[config.mk]
export PLATFORM = sky130hd
export DESIGN_NAME = rht_ctrl
export DESIGN_NICKNAME = d
export VERILOG_FILES = /design/src/rht_pkg.sv /design/src/rht_ctrl.sv
export SDC_FILE = /design/constraint.sdc
export NUM_CORES = 1
export LEC_CHECK = 0
export BUFFER_PORTS_ARGS = -buffer_cell sky130_fd_sc_hd__buf_4
export CORE_UTILIZATION = 50
export CTS_BUF_LIST = sky130_fd_sc_hd__clkbuf_4 sky130_fd_sc_hd__clkbuf_8 sky130_fd_sc_hd__clkbuf_16
export DETAILED_ROUTE_END_ITERATION = 12
export PLACE_DENSITY_LB_ADDON = 0.12
export RECOVER_POWER = 25
export SLEW_MARGIN = 10
export SYNTH_ARGS = -nofsm -noshare
export SYNTH_HDL_FRONTEND = slang
export SYNTH_SLANG_ARGS = --single-unit
[constraint.sdc]
create_clock -name clk -period 2 [get_ports clk]
set_input_delay 0.4 -clock clk [delete_from_list [all_inputs] [get_ports clk]]
set_output_delay 0.4 -clock clk [all_outputs]
set_load 0.05 [all_outputs]
[src/rht_pkg.sv]
// rht_pkg: shared types, constants and helper functions for the range histogram top-k block
// no dependencies
`default_nettype none

package rht_pkg;

  localparam int VALUE_RANGE = 256;
  localparam int COUNT_WIDTH = 32;
  localparam int TOP_COUNT   = 5;
  localparam int NUM_BINS    = 11;

  localparam int ADDR_W = $clog2(VALUE_RANGE);
  localparam int BIN_W  = $clog2(NUM_BINS);
  localparam int RANK_W = $clog2(TOP_COUNT + 1);

  typedef logic [COUNT_WIDTH-1:0] count_t;
  typedef logic [ADDR_W-1:0]      addr_t;
  typedef logic [BIN_W-1:0]       bin_t;
  typedef logic [RANK_W-1:0]      rank_t;

  localparam count_t     COUNT_MAX = '1;
  localparam logic [7:0] VALUE_LO  = 8'd1;
  localparam logic [7:0] BIN_UPPER [NUM_BINS-1] =
    '{8'd12, 8'd21, 8'd29, 8'd36, 8'd51, 8'd61, 8'd66, 8'd74, 8'd85, 8'd99};

  localparam logic KIND_BIN   = 1'b0;
  localparam logic KIND_VALUE = 1'b1;

  typedef struct packed {
    logic [7:0] value;
    logic       last;
  } in_item_t;

  typedef struct packed {
    logic       kind;
    logic [7:0] item;
    logic       final_res;
  } out_item_t;

  typedef struct packed {
    logic  cnt_en;
    logic  clr_wr;
    logic  rd_scan;
    addr_t addr;
    logic  bscan;
    logic  bstart;
    bin_t  bin_idx;
    logic  bemit;
    logic  vemit;
  } rht_cmd_t;

  typedef struct packed {
    logic found;
    logic out_free;
  } rht_sts_t;

  function automatic count_t bump(input count_t c);
    return (c == COUNT_MAX) ? COUNT_MAX : c + count_t'(1);
  endfunction

  function automatic bin_t bin_of(input logic [7:0] v);
    bin_t b;
    b = '0;
    if (v >= VALUE_LO && v <= BIN_UPPER[NUM_BINS-2]) begin
      for (int i = NUM_BINS - 2; i >= 0; i--) begin
        if (v <= BIN_UPPER[i]) begin
          b = BIN_W'(i + 1);
        end
      end
    end
    return b;
  endfunction

  function automatic addr_t slot_of(input logic [7:0] v);
    logic [31:0] vw;
    vw = 32'(v);
    if (vw >= 32'(VALUE_RANGE)) begin
      return ADDR_W'(VALUE_RANGE - 1);
    end
    return ADDR_W'(vw);
  endfunction

endpackage

`default_nettype wire

[src/rht_ctrl.sv]
// rht_ctrl: sequencer for counting, clearing, bin ranking and value scan
// depends on rht_pkg
`default_nettype none

module rht_ctrl
  import rht_pkg::*;
(
  input  wire logic     clk,
  input  wire logic     rst_n,
  input  wire logic     in_valid,
  input  wire logic     in_last,
  output logic          in_ready,
  input  wire rht_sts_t sts,
  output rht_cmd_t      cmd
);

  typedef enum logic [6:0] {
    ST_CLEAR = 7'b0000001,
    ST_COUNT = 7'b0000010,
    ST_BSCAN = 7'b0000100,
    ST_BEMIT = 7'b0001000,
    ST_VSCAN = 7'b0010000,
    ST_VTAIL = 7'b0100000,
    ST_VEMIT = 7'b1000000
  } state_t;

  localparam addr_t ADDR_LAST = ADDR_W'(VALUE_RANGE - 1);
  localparam bin_t  BIN_LAST  = BIN_W'(NUM_BINS - 1);
  localparam rank_t RANK_LAST = RANK_W'(TOP_COUNT - 1);

  state_t state_r, state_nxt;
  addr_t  addr_r, addr_nxt;
  bin_t   bin_r, bin_nxt;
  rank_t  rank_r, rank_nxt;

  always_comb begin
    state_nxt   = state_r;
    addr_nxt    = addr_r;
    bin_nxt     = bin_r;
    rank_nxt    = rank_r;
    cmd         = '0;
    cmd.addr    = addr_r;
    cmd.bin_idx = bin_r;
    in_ready    = (state_r == ST_COUNT);
    case (state_r)
      ST_CLEAR: begin
        cmd.clr_wr = 1'b1;
        if (addr_r == ADDR_LAST) begin
          addr_nxt  = '0;
          state_nxt = ST_COUNT;
        end else begin
          addr_nxt = addr_r + addr_t'(1);
        end
      end
      ST_COUNT: begin
        cmd.cnt_en = in_valid;
        if (in_valid && in_last) begin
          bin_nxt   = '0;
          rank_nxt  = '0;
          state_nxt = ST_BSCAN;
        end
      end
      ST_BSCAN: begin
        cmd.bscan  = 1'b1;
        cmd.bstart = (bin_r == '0);
        if (bin_r == BIN_LAST) begin
          bin_nxt   = '0;
          state_nxt = ST_BEMIT;
        end else begin
          bin_nxt = bin_r + bin_t'(1);
        end
      end
      ST_BEMIT: begin
        if (!sts.found) begin
          addr_nxt  = '0;
          state_nxt = ST_VSCAN;
        end else if (sts.out_free) begin
          cmd.bemit = 1'b1;
          if (rank_r == RANK_LAST) begin
            addr_nxt  = '0;
            state_nxt = ST_VSCAN;
          end else begin
            rank_nxt  = rank_r + rank_t'(1);
            state_nxt = ST_BSCAN;
          end
        end
      end
      ST_VSCAN: begin
        cmd.clr_wr  = 1'b1;
        cmd.rd_scan = 1'b1;
        if (addr_r == ADDR_LAST) begin
          addr_nxt  = '0;
          state_nxt = ST_VTAIL;
        end else begin
          addr_nxt = addr_r + addr_t'(1);
        end
      end
      ST_VTAIL: begin
        state_nxt = ST_VEMIT;
      end
      ST_VEMIT: begin
        if (sts.out_free) begin
          cmd.vemit = 1'b1;
          state_nxt = ST_COUNT;
        end
      end
      default: begin
        state_nxt = ST_CLEAR;
        addr_nxt  = '0;
      end
    endcase
  end

  always_ff @(posedge clk) begin
    if (!rst_n) begin
      state_r <= ST_CLEAR;
      addr_r  <= '0;
      bin_r   <= '0;
      rank_r  <= '0;
    end else begin
      state_r <= state_nxt;
      addr_r  <= addr_nxt;
      bin_r   <= bin_nxt;
      rank_r  <= rank_nxt;
    end
  end

  a_rank_bound: assert property (@(posedge clk) disable iff (!rst_n)
    rank_r < RANK_W'(TOP_COUNT))
    else $error("rank counter past top count");

  a_last_starts_rank: assert property (@(posedge clk) disable iff (!rst_n)
    (in_valid && in_ready && in_last) |=> (state_r == ST_BSCAN && bin_r == '0))
    else $error("last item did not start ranking");

endmodule

`default_nettype wire

==> results.yml, run 1 <==
logic_synthesis:
  syn_inst: 170
  synthesis.nets: 182
  avgSynthCellArea_um2: 8.074
  yosysSeqAreaShare_pct: 32.09
  ys_ff_latch: 22
  synth_area_mm2: 0.001373
  yosys.cell_types.count: 50
  synth_warnings: 0
grt:
  grt_antenna_before_repair: 0
  grt_max_degree: 17
  grt_overflow_total: 0
  track_usage_pct: 24.39
  grt_pass1_wl_mm: 5.209
  grt_pass1_vias: 1218
floorplan:
  io_pins: 26
  die_w_um: 54.40
  row_count: 18
  core_area_mm2: 0.002545
  die_area_mm2: 0.002959
  start_util_pct: 53.93
  die_h_um: 54.40
cts:
  tritoncts: "yes"
  cts_sinks: 22
  postCtsHoldBufs: 0
  worst_setup_hold_path_clk_slew_ps: 120
  cts_buffer_depth: 2
  cts_made_buffers: 3
  cts_root_buf: "clkbuf_4"
  htreeDepth: 1
  clk_latency_ps: 300
power_and_ir_drop:
  combPwrFrac_pct: 26.4
  p_int_mw: 0.6072
  irDropWorstVdd_mv: 0.4782
  power.density_mw_per_mm2: 527.5
  p_seq_share_pct: 52.3
  p_total_mw: 0.9147
  power_switching_mw: 0.3075
  swShare_pct: 33.62
  power_frac_clock_pct: 21.3
  power_leakage_nw: 0.6513
hold_path:
  hp-start: "rst_n"
  holdCritPathClass: "input port to flop"
  min_to: "state_r[0]$_SDFFE_PN1P_"
  whs_path_depth: 2
setup_path:
  worstPathArrival_ps: 1610
  path_class: "flop to output port"
  worstReg2RegStart: "state_r[5]$_SDFFE_PN0P_"
  cp.depth: 5
  critPathMaxStageDelay_ps: 380
  cp_max_fo: 4
  startpoint_type: "flop"
  crit_buf_inv: 2
  crit_slowest_cell: "dfxtp_4"
  reg2reg_depth: 7
  required_ps: 1600
  critical_path.endpoint_type: "output port"
  crit_chain: "nor4_4 > buf_4 > and3_4 > and2_4 > buf_8"
  timing.rr.end: "bin_r[3]$_SDFFE_PN0P_"
  cp_top_family: "simple AND/OR/NAND/NOR gates"
  r2r_slack_ps: 70
timing:
  fin_tns_setup_ps: -8.769
  drv_slew: 0
  min_period_over_period_pct: 100.4
  fmax_mhz: 497.8
  rsz0062_at_grt: "true"
  fin_ws_ps: -8.769
  setup_viol: 1
  tightestPinTransition_ps: 600.1
  hold_violations: 0
  fin_skew_ps: 2.453
  fin_crit_ps: 2009
  relSlewSlack_pct: 60.17
routing:
  drtAntennaViolNets: 0
  dr.pass1.iters: 4
  drc_errors: 0
  avgViaCountPerCell: 5.821
  drt_iter0_markers: 48
  via_count: 1368
  routed_wl_mm: 3.220
  drt-wirelength-per-cell_um: 13.70
final_layout:
  fin_util_pct: 68.14
  n_antenna_cell: 0
  stdcell_count: 235
  syn_to_final_growth_pct: 26.34
  layout-drive-gt1-share_pct: 29.27
  nNetsFinal: 219
placed_design:
  place_inst: 225
  port_buffers: 25
  place.gp.congestion: 0.9293
  place_hpwl_mm: 2.319
run_status:
  outcome: "complete, but fails checks"
  violations: "negative setup slack"
run:
  cap_violations: 0
-- layout make-up --
cell class | instances | area, µm²
multi-input combinational | 133 | 913.4
fill | 213 | 810.8
sequential | 22 | 460.4
timing repair buffer | 37 | 262.8
inverter | 10 | 37.54
tap | 30 | 37.54
clock buffer | 3 | 22.52
-- cells in the final DEF, fill, tap and decap left out, drive strengths merged, types with 2 or more instances in the layout --
master  Yosys  final
nor2       18     18
o22ai       2      2
and2        3      3
nand4b      4      4
nor3        7      7
a211oi      2      2
a31oi       2      2
a22oi       2      2
inv        10     10
or3         5      5
buf         2     28
xnor2       2      2
nand4       3      3
o211ai      2      2
a21oi      12     12
ha          6      6
nand3b      2      2
and3        5      5
dfxtp      22     22
nor2b       3      3
o21ai       9      9
o21a        3      3
clkbuf      2     12
nor4        3      3
nand2      13     13
nand3      10     10
or4         2      2
-- metrics by stage --
stage                     hold WS, ps  setup WS (ps)  cell area (µm²)
after CTS                       350.9         -13.76             1712
after global placement          449.6          229.9             1622
final                           362.3         -8.769             1734
after detailed placement        473.6          176.6             1622
after floorplan                 440.4         -108.8             1400
after global routing            348.8         -81.37             1734
-- how the worst max path moves through the flow --
stage | startpoint | to | slack [ps]
after detailed placement | state_r[6]$_SDFFE_PN0P_ | addr_r[2]$_SDFFE_PN0P_ | 180
after CTS | state_r[2]$_SDFFE_PN0P_ | cmd[17] | -10
final | state_r[5]$_SDFFE_PN0P_ | cmd[18] | -9
after global placement | state_r[6]$_SDFFE_PN0P_ | addr_r[5]$_SDFFE_PN0P_ | 230
after floorplan | state_r[6]$_SDFFE_PN0P_ | cmd[6] | -110
after global routing | state_r[5]$_SDFFE_PN0P_ | cmd[18] | -80
-- cells by family after synthesis --
| logic type | Yosys count | synth area share, % |
|---|---|---|
| AOI/OAI and AO/OA | 39 | 18.69 |
| buffers and inverters | 15 | 5.743 |
| and+or+nand+nor | 83 | 34.55 |
| muxes | 2 | 1.550 |
| xor gates and xnor gates | 3 | 1.915 |
| adders and majority gates | 6 | 5.469 |
| DFF | 22 | 32.09 |
-- flip-flops by register name, summed over array words and instances, names as in the netlist --
name     flops
addr_r       8
bin_r        4
rank_r       3
state_r      7
-- power groups by stage --
stage | Clock, mW | Combinational, mW | Sequential (mW)
global placement | 0 | 0.232 | 0.490
CTS | 0.207 | 0.247 | 0.478
global route | 0.226 | 0.265 | 0.481
floorplan | 0 | 0.134 | 0.531
finish | 0.195 | 0.241 | 0.478
detailed placement | 0 | 0.235 | 0.491
-- cells in the mapped netlist (all sizes together) --
cell type,instances,area share (%)
o22ai,2,0.91
nor2,18,5.1
inv,10,2.7
or4,2,1.4
and3,5,2.3
and2,3,1.4
o21a,3,1.6
clkdlybuf4s50,1,0.82
nand4,3,1.4
clkbuf,2,0.82
ha,6,5.5
nor3b,1,0.55
o31ai,1,0.55
a21oi,12,4.4
a21boi,1,0.55
o2111ai,1,0.64
nand2b,1,0.46
nand2,13,3.6
and2b,1,0.64
or3,5,2.7
a211oi,2,1.1
nand3,10,4.0
or2,1,0.46
xor2,1,0.64
a31oi,2,0.91
o211ai,2,1.1
nor2b,3,1.4
mux2,1,0.82
dfxtp,22,32
nor4b,1,0.64
nor3,7,2.6
o311ai,1,0.64
mux2i,1,0.73
o221ai,1,1.9
nand4b,4,2.6
a22oi,2,1.1
nand3b,2,1.1
nor4,3,2.5
o21ai,9,3.3
xnor2,2,1.3
buf,2,1.4
-- routing by layer --
| metal | wire [µm] | global-route usage [%] |
|---|---|---|
| met1 | 1511 | 31.76 |
| met2 | 1566 | 41.06 |
| met3 | 102 | 3.333 |
| met4 | 40 | 8.120 |
| met5 | 0 | 0 |
-- repair_timing --
item / in CTS / in global routing
setup endpoints to repair: 7 / 11
gates resized for setup: 16 / 8
pin swaps: 3 / 7
setup buffers: 3 / 4
Note: power is estimated with default switching activity, not from simulation.
==> inputs of run 2 (changes only) <==
- BUFFER_PORTS_ARGS: -buffer_cell sky130_fd_sc_hd__buf_4 -> unset
- DONT_BUFFER_PORTS: unset -> 1
==> run 2 against run 1 <==
The run still ends with negative setup slack left; critical endpoint unchanged; routed wire length increased by 1.9%; worst setup slack got worse by 4.3 ps; cell count is 3.0% lower; combinational power increased by 5%; utilization is 0.79 points lower; critical path type unchanged.
==> results.yml, run 2 (synthesis gave the netlist of run 1 again) <==
routing:
  via_count: 1346
  drt-wirelength-per-cell_um: 14.39
  routed_wl_mm: 3.281
  wl_met2_mm: 1.602
  wl_met1_mm: 1.473
  route.met3.wl_um: 180
  drtAntennaViolNets: 0
  drc_errors: 0
  highest_layer: "met4"
  avgViaCountPerCell: 5.904
  dr.pass1.iters: 6
  drt_iter0_markers: 28
setup_path:
  cp_max_fo: 7
  critical_path.endpoint_type: "output port"
  worstReg2RegStart: "state_r[0]$_SDFFE_PN1P_"
  startpoint: "state_r[1]$_SDFFE_PN0P_"
  path_class: "flop to output port"
  worstPathArrival_ps: 1610
  required_ps: 1600
  startpoint_type: "flop"
final_layout:
  layout-drive-gt1-share_pct: 26.77
  nNetsFinal: 211
  final_cell_mix: "buf_4, dfxtp_1, nor2_1"
  biggestRegsByFlops: "addr_r x8, state_r x7, bin_r x4"
  syn_to_final_growth_pct: 24.89
  largest_reg_flops: 8
  n_antenna_cell: 0
  top_register: "addr_r"
  stdcell_count: 228
  final_common_cell: "buf_4"
timing:
  fin_skew_ps: 5.050
  rsz0062_at_grt: "true"
  whs_ps: 188.7
  fin_crit_ps: 2013
  min_period_over_period_pct: 100.7
  tightestPinTransition_ps: 810.8
  hold_violations: 0
  fmax_mhz: 496.8
  drv_slew: 0
  relSlewSlack_pct: 45.95
  fin_ws_ps: -13.07
  setup_viol: 2
power_and_ir_drop:
  power_switching_mw: 0.3158
  power_leakage_nw: 0.6362
  swShare_pct: 32.51
  p_int_mw: 0.6557
  power.density_mw_per_mm2: 566.8
  p_seq_share_pct: 48.3
  irDropWorstVdd_mv: 0.5728
  power_frac_clock_pct: 25.7
  combPwrFrac_pct: 26.0
run_status:
  outcome: "complete, but fails checks"
  violations: "negative setup slack"
grt:
  track_usage_pct: 24.42
  grt_pass1_wl_mm: 5.257
  grt_antenna_before_repair: 0
  grt_overflow_total: 0
  grt_max_degree: 17
  grt_pass1_vias: 1219
floorplan:
  die_area_mm2: 0.002959
  io_pins: 26
  die_w_um: 54.40
  row_count: 18
  die_h_um: 54.40
  start_util_pct: 53.93
  core_area_mm2: 0.002545
cts:
  cts_root_buf: "clkbuf_4"
  cts_made_buffers: 3
  postCtsHoldBufs: 0
  htreeDepth: 1
  tritoncts: "yes"
  clk_latency_ps: 300
  worst_setup_hold_path_clk_slew_ps: 130
  cts_sinks: 22
  cts_buffer_depth: 2
hold_path:
  hp-start: "rst_n"
  holdCritPathClass: "input port to flop"
placed_design:
  place_ws_ps: 193.0
  place.gp.congestion: 0.9508
  port_buffers: 0
  place_inst: 218
  place_hpwl_mm: 2.437
run:
  cap_violations: 0
==> run 2: worst max-delay path, stage by stage, from the launching register on <==
cell	delay (ps)
dfxtp_1	510
nor2b_1	310
and3_2	260
and2_4	240
==> run 2: repair_timing <==
item                       4_1_cts  5_1_grt
pin swaps                        4        4
hold endpoints to repair         0        0
gates resized for setup         10        6
buffers inserted                 4        2
setup endpoints to repair        6        9
==> run 2: stage by stage <==
step           util, %  power [mW]  TNS (ps)  cell area (µm²)
3_5_place_dp     63.13      0.7103         0             1607
4_1_cts          66.62      0.9627    -52.53             1695
5_1_grt          67.36       1.023    -490.9             1714
6_report         67.36      0.9716    -18.34             1714
2_1_floorplan        -      0.6649    -108.8             1400
3_3_place_gp     63.13      0.7034         0             1607
==> run 2: layout make-up <==
type / instances / area (µm²)
clock buffer: 4 / 36.28
multi-input combinational: 133 / 892.1
timing repair buffer: 29 / 251.5
tap: 30 / 37.54
fill: 234 / 830.8
sequential: 22 / 455.4
inverter: 10 / 41.29
==> run 2: power groups by stage <==
stage,Sequential [mW],Combinational [mW],Clock (mW)
6_report,0.470,0.253,0.249
5_1_grt,0.473,0.275,0.275
4_1_cts,0.469,0.242,0.253
3_5_place_dp,0.483,0.227,0
3_3_place_gp,0.482,0.221,0
2_1_floorplan,0.531,0.134,0
==> run 2: final timing paths <==
path	end	slack, ps	cells past startpoint
worst max register to register	addr_r[6]$_SDFFE_PN0P_	80	6
worst min-delay path	state_r[0]$_SDFFE_PN1P_	190	1
worst min register to register	rank_r[2]$_SDFFE_PN0P_	500	2
worst max-delay path	cmd[18]	-10	3
==> run 2: layer usage <==
| layer | up-vias | GRT usage, % |
|---|---|---|
| met5 | - | 0 |
| met4 | 0 | 6.410 |
| met3 | 4 | 4.167 |
| met2 | 35 | 42.48 |
| met1 | 630 | 30.77 |
| li1 | 677 | - |
==> inputs of run 3 (changes only) <==
- CORE_MARGIN: unset -> 8
==> run 3 against run 2 <==
Fmax fell by 2.0%; non-clock buffer count rose by 4; worst setup slack got worse by 42 ps; the flow still finishes with violations (negative setup slack); final area rose by 2.3%; utilization fell by 2.1 points; sequential power barely moved; largest power group unchanged; cell count rose by 2.2%.
==> results.yml, run 3 (synthesis gave the netlist of run 1 again) <==
run_status:
  outcome: "complete, but fails checks"
  violations: "negative setup slack"
cts:
  cts_made_buffers: 3
  worst_setup_hold_path_clk_slew_ps: 130
  postCtsHoldBufs: 0
  cts_buffer_depth: 2
  tritoncts: "yes"
  htreeDepth: 1
  clk_latency_ps: 310
  cts_root_buf: "clkbuf_4"
  cts_sinks: 22
floorplan:
  die_w_um: 68.40
  row_count: 19
  core_area_mm2: 0.002686
  die_h_um: 68.40
  io_pins: 26
  start_util_pct: 51.09
  die_area_mm2: 0.004678
setup_path:
  worstReg2RegStart: "state_r[5]$_SDFFE_PN0P_"
  required_ps: 1600
  r2r_slack_ps: 40
  timing.rr.end: "state_r[5]$_SDFFE_PN0P_"
  path_class: "flop to output port"
  startpoint_type: "flop"
  reg2reg_depth: 8
  crit_end: "cmd[0]"
  worstPathArrival_ps: 1650
  critical_path.endpoint_type: "output port"
  crit_chain: "nor3_1 > nand4b_1 > nor2_1 > buf_4"
  crit_slowest_cell: "dfxtp_1"
  cp_max_fo: 7
  startpoint: "state_r[2]$_SDFFE_PN0P_"
  critPathMaxStageDelay_ps: 400
power_and_ir_drop:
  power_frac_clock_pct: 32.4
  power.density_mw_per_mm2: 607.4
  power_leakage_nw: 0.6604
  combPwrFrac_pct: 23.6
  irDropWorstVdd_mv: 0.5434
  swShare_pct: 30.15
  p_seq_share_pct: 44.0
  p_total_mw: 1.065
  power_switching_mw: 0.3210
  p_int_mw: 0.7437
routing:
  drt-wirelength-per-cell_um: 15.74
  drtAntennaViolNets: 0
  avgViaCountPerCell: 5.923
  via_count: 1380
  dr.pass1.iters: 4
  drt_iter0_markers: 74
  drc_errors: 0
  routed_wl_mm: 3.668
timing:
  drv_slew: 0
  tightestPinTransition_ps: 857.9
  fin_tns_setup_ps: -152.0
  fin_skew_ps: 1.796
  fmax_mhz: 486.6
  min_period_over_period_pct: 102.7
  rsz0062_at_grt: "true"
  fin_crit_ps: 2055
  fin_ws_ps: -54.99
  hold_violations: 0
  setup_viol: 4
  relSlewSlack_pct: 42.81
  whs_ps: 186.3
grt:
  track_usage_pct: 16.19
  grt_antenna_before_repair: 0
  grt_pass1_wl_mm: 6.030
  grt_pass1_vias: 1351
  grt_max_degree: 17
  grt_overflow_total: 0
placed_design:
  place_hpwl_mm: 2.672
  port_buffers: 0
  place.gp.congestion: 0.9426
final_layout:
  largest_reg_flops: 8
  nFillCells: 233
  top_register: "addr_r"
  n_antenna_cell: 0
  final_common_cell: "buf_4"
  layout-drive-gt1-share_pct: 28.22
  biggestRegsByFlops: "addr_r x8, state_r x7, bin_r x4"
  nNetsFinal: 215
  syn_to_final_growth_pct: 27.71
  final_cell_mix: "buf_4, dfxtp_1, nor2_1"
  multi_input_area_um2: 890.9
  seqCellArea_um2: 455.4
  fin_util_pct: 65.25
run:
  cap_violations: 0
hold_path:
  holdCritPathClass: "input port to flop"
==> run 3: cell types whose count changed in the layout (fill, tap and decap cells not counted), sizes merged <==
cell / change
bufinv: +1
inv: +1
clkinvlp: -1
clkbuf: -1
buf: +4
==> run 3: how the worst min path moves through the flow <==
stage / start / to / slack (ps) / cells past startpoint
finish: rst_n / state_r[0]$_SDFFE_PN1P_ / 190 / 1
global route: rst_n / state_r[0]$_SDFFE_PN1P_ / 150 / 1
CTS: rst_n / state_r[0]$_SDFFE_PN1P_ / 170 / 1
detailed placement: rank_r[2]$_SDFFE_PN0P_ / rank_r[2]$_SDFFE_PN0P_ / 470 / 2
global placement: rank_r[2]$_SDFFE_PN0P_ / rank_r[2]$_SDFFE_PN0P_ / 450 / 2
floorplan: rank_r[2]$_SDFFE_PN0P_ / rank_r[2]$_SDFFE_PN0P_ / 440 / 2
==> run 3: final cells by class <==
type / count / share of cell area, %
Inverter: 10 / 2.141
Timing Repair Buffer: 33 / 15.85
Sequential cell: 22 / 25.98
Tap cell: 31 / 2.213
Clock buffer: 3 / 1.285
Clock inverter: 1 / 1.713
Multi-Input combinational cell: 133 / 50.82
==> run 3: timing repair <==
item | CTS | global route
pin swaps | 5 | 6
gates resized for setup | 9 | 7
buffers inserted | 5 | 4
endpoints found under the setup margin | 6 | 13
==> run 3: routing by layer <==
metal | vias up | routed length (µm) | track usage, %
li1 | 685 | - | -
met1 | 643 | 1547 | 19.11
met2 | 48 | 1789 | 27.76
met3 | 4 | 305 | 4.746
met4 | 0 | 26 | 4.348
met5 | - | 0 | 0
==> run 3: power by group through the flow <==
stage | sequential (mW) | combinational, mW | clock [mW]
floorplan | 0.531 | 0.134 | 0
global placement | 0.482 | 0.230 | 0
detailed placement | 0.483 | 0.237 | 0
CTS | 0.469 | 0.248 | 0.354
global route | 0.472 | 0.269 | 0.377
finish | 0.468 | 0.251 | 0.345
==> run 3: critical path: cells and delay by family, from the launching register on <==
| kind | cells | cell delay (ps) |
|---|---|---|
| flip-flops | 1 | 400 |
| buffers and inverters | 1 | 210 |
| AND/OR/NAND/NOR | 3 | 730 |
==> run 3: through the flow <==
stage / std cells / cell area, µm² / setup slack, ps
4_1_cts: 229 / 1725 / -39.69
5_1_grt: 233 / 1753 / -145.6
6_report: 233 / 1753 / -54.99
2_1_floorplan: 170 / 1400 / -108.8
3_3_place_gp: 220 / 1615 / 222.7
3_5_place_dp: 220 / 1615 / 182.3
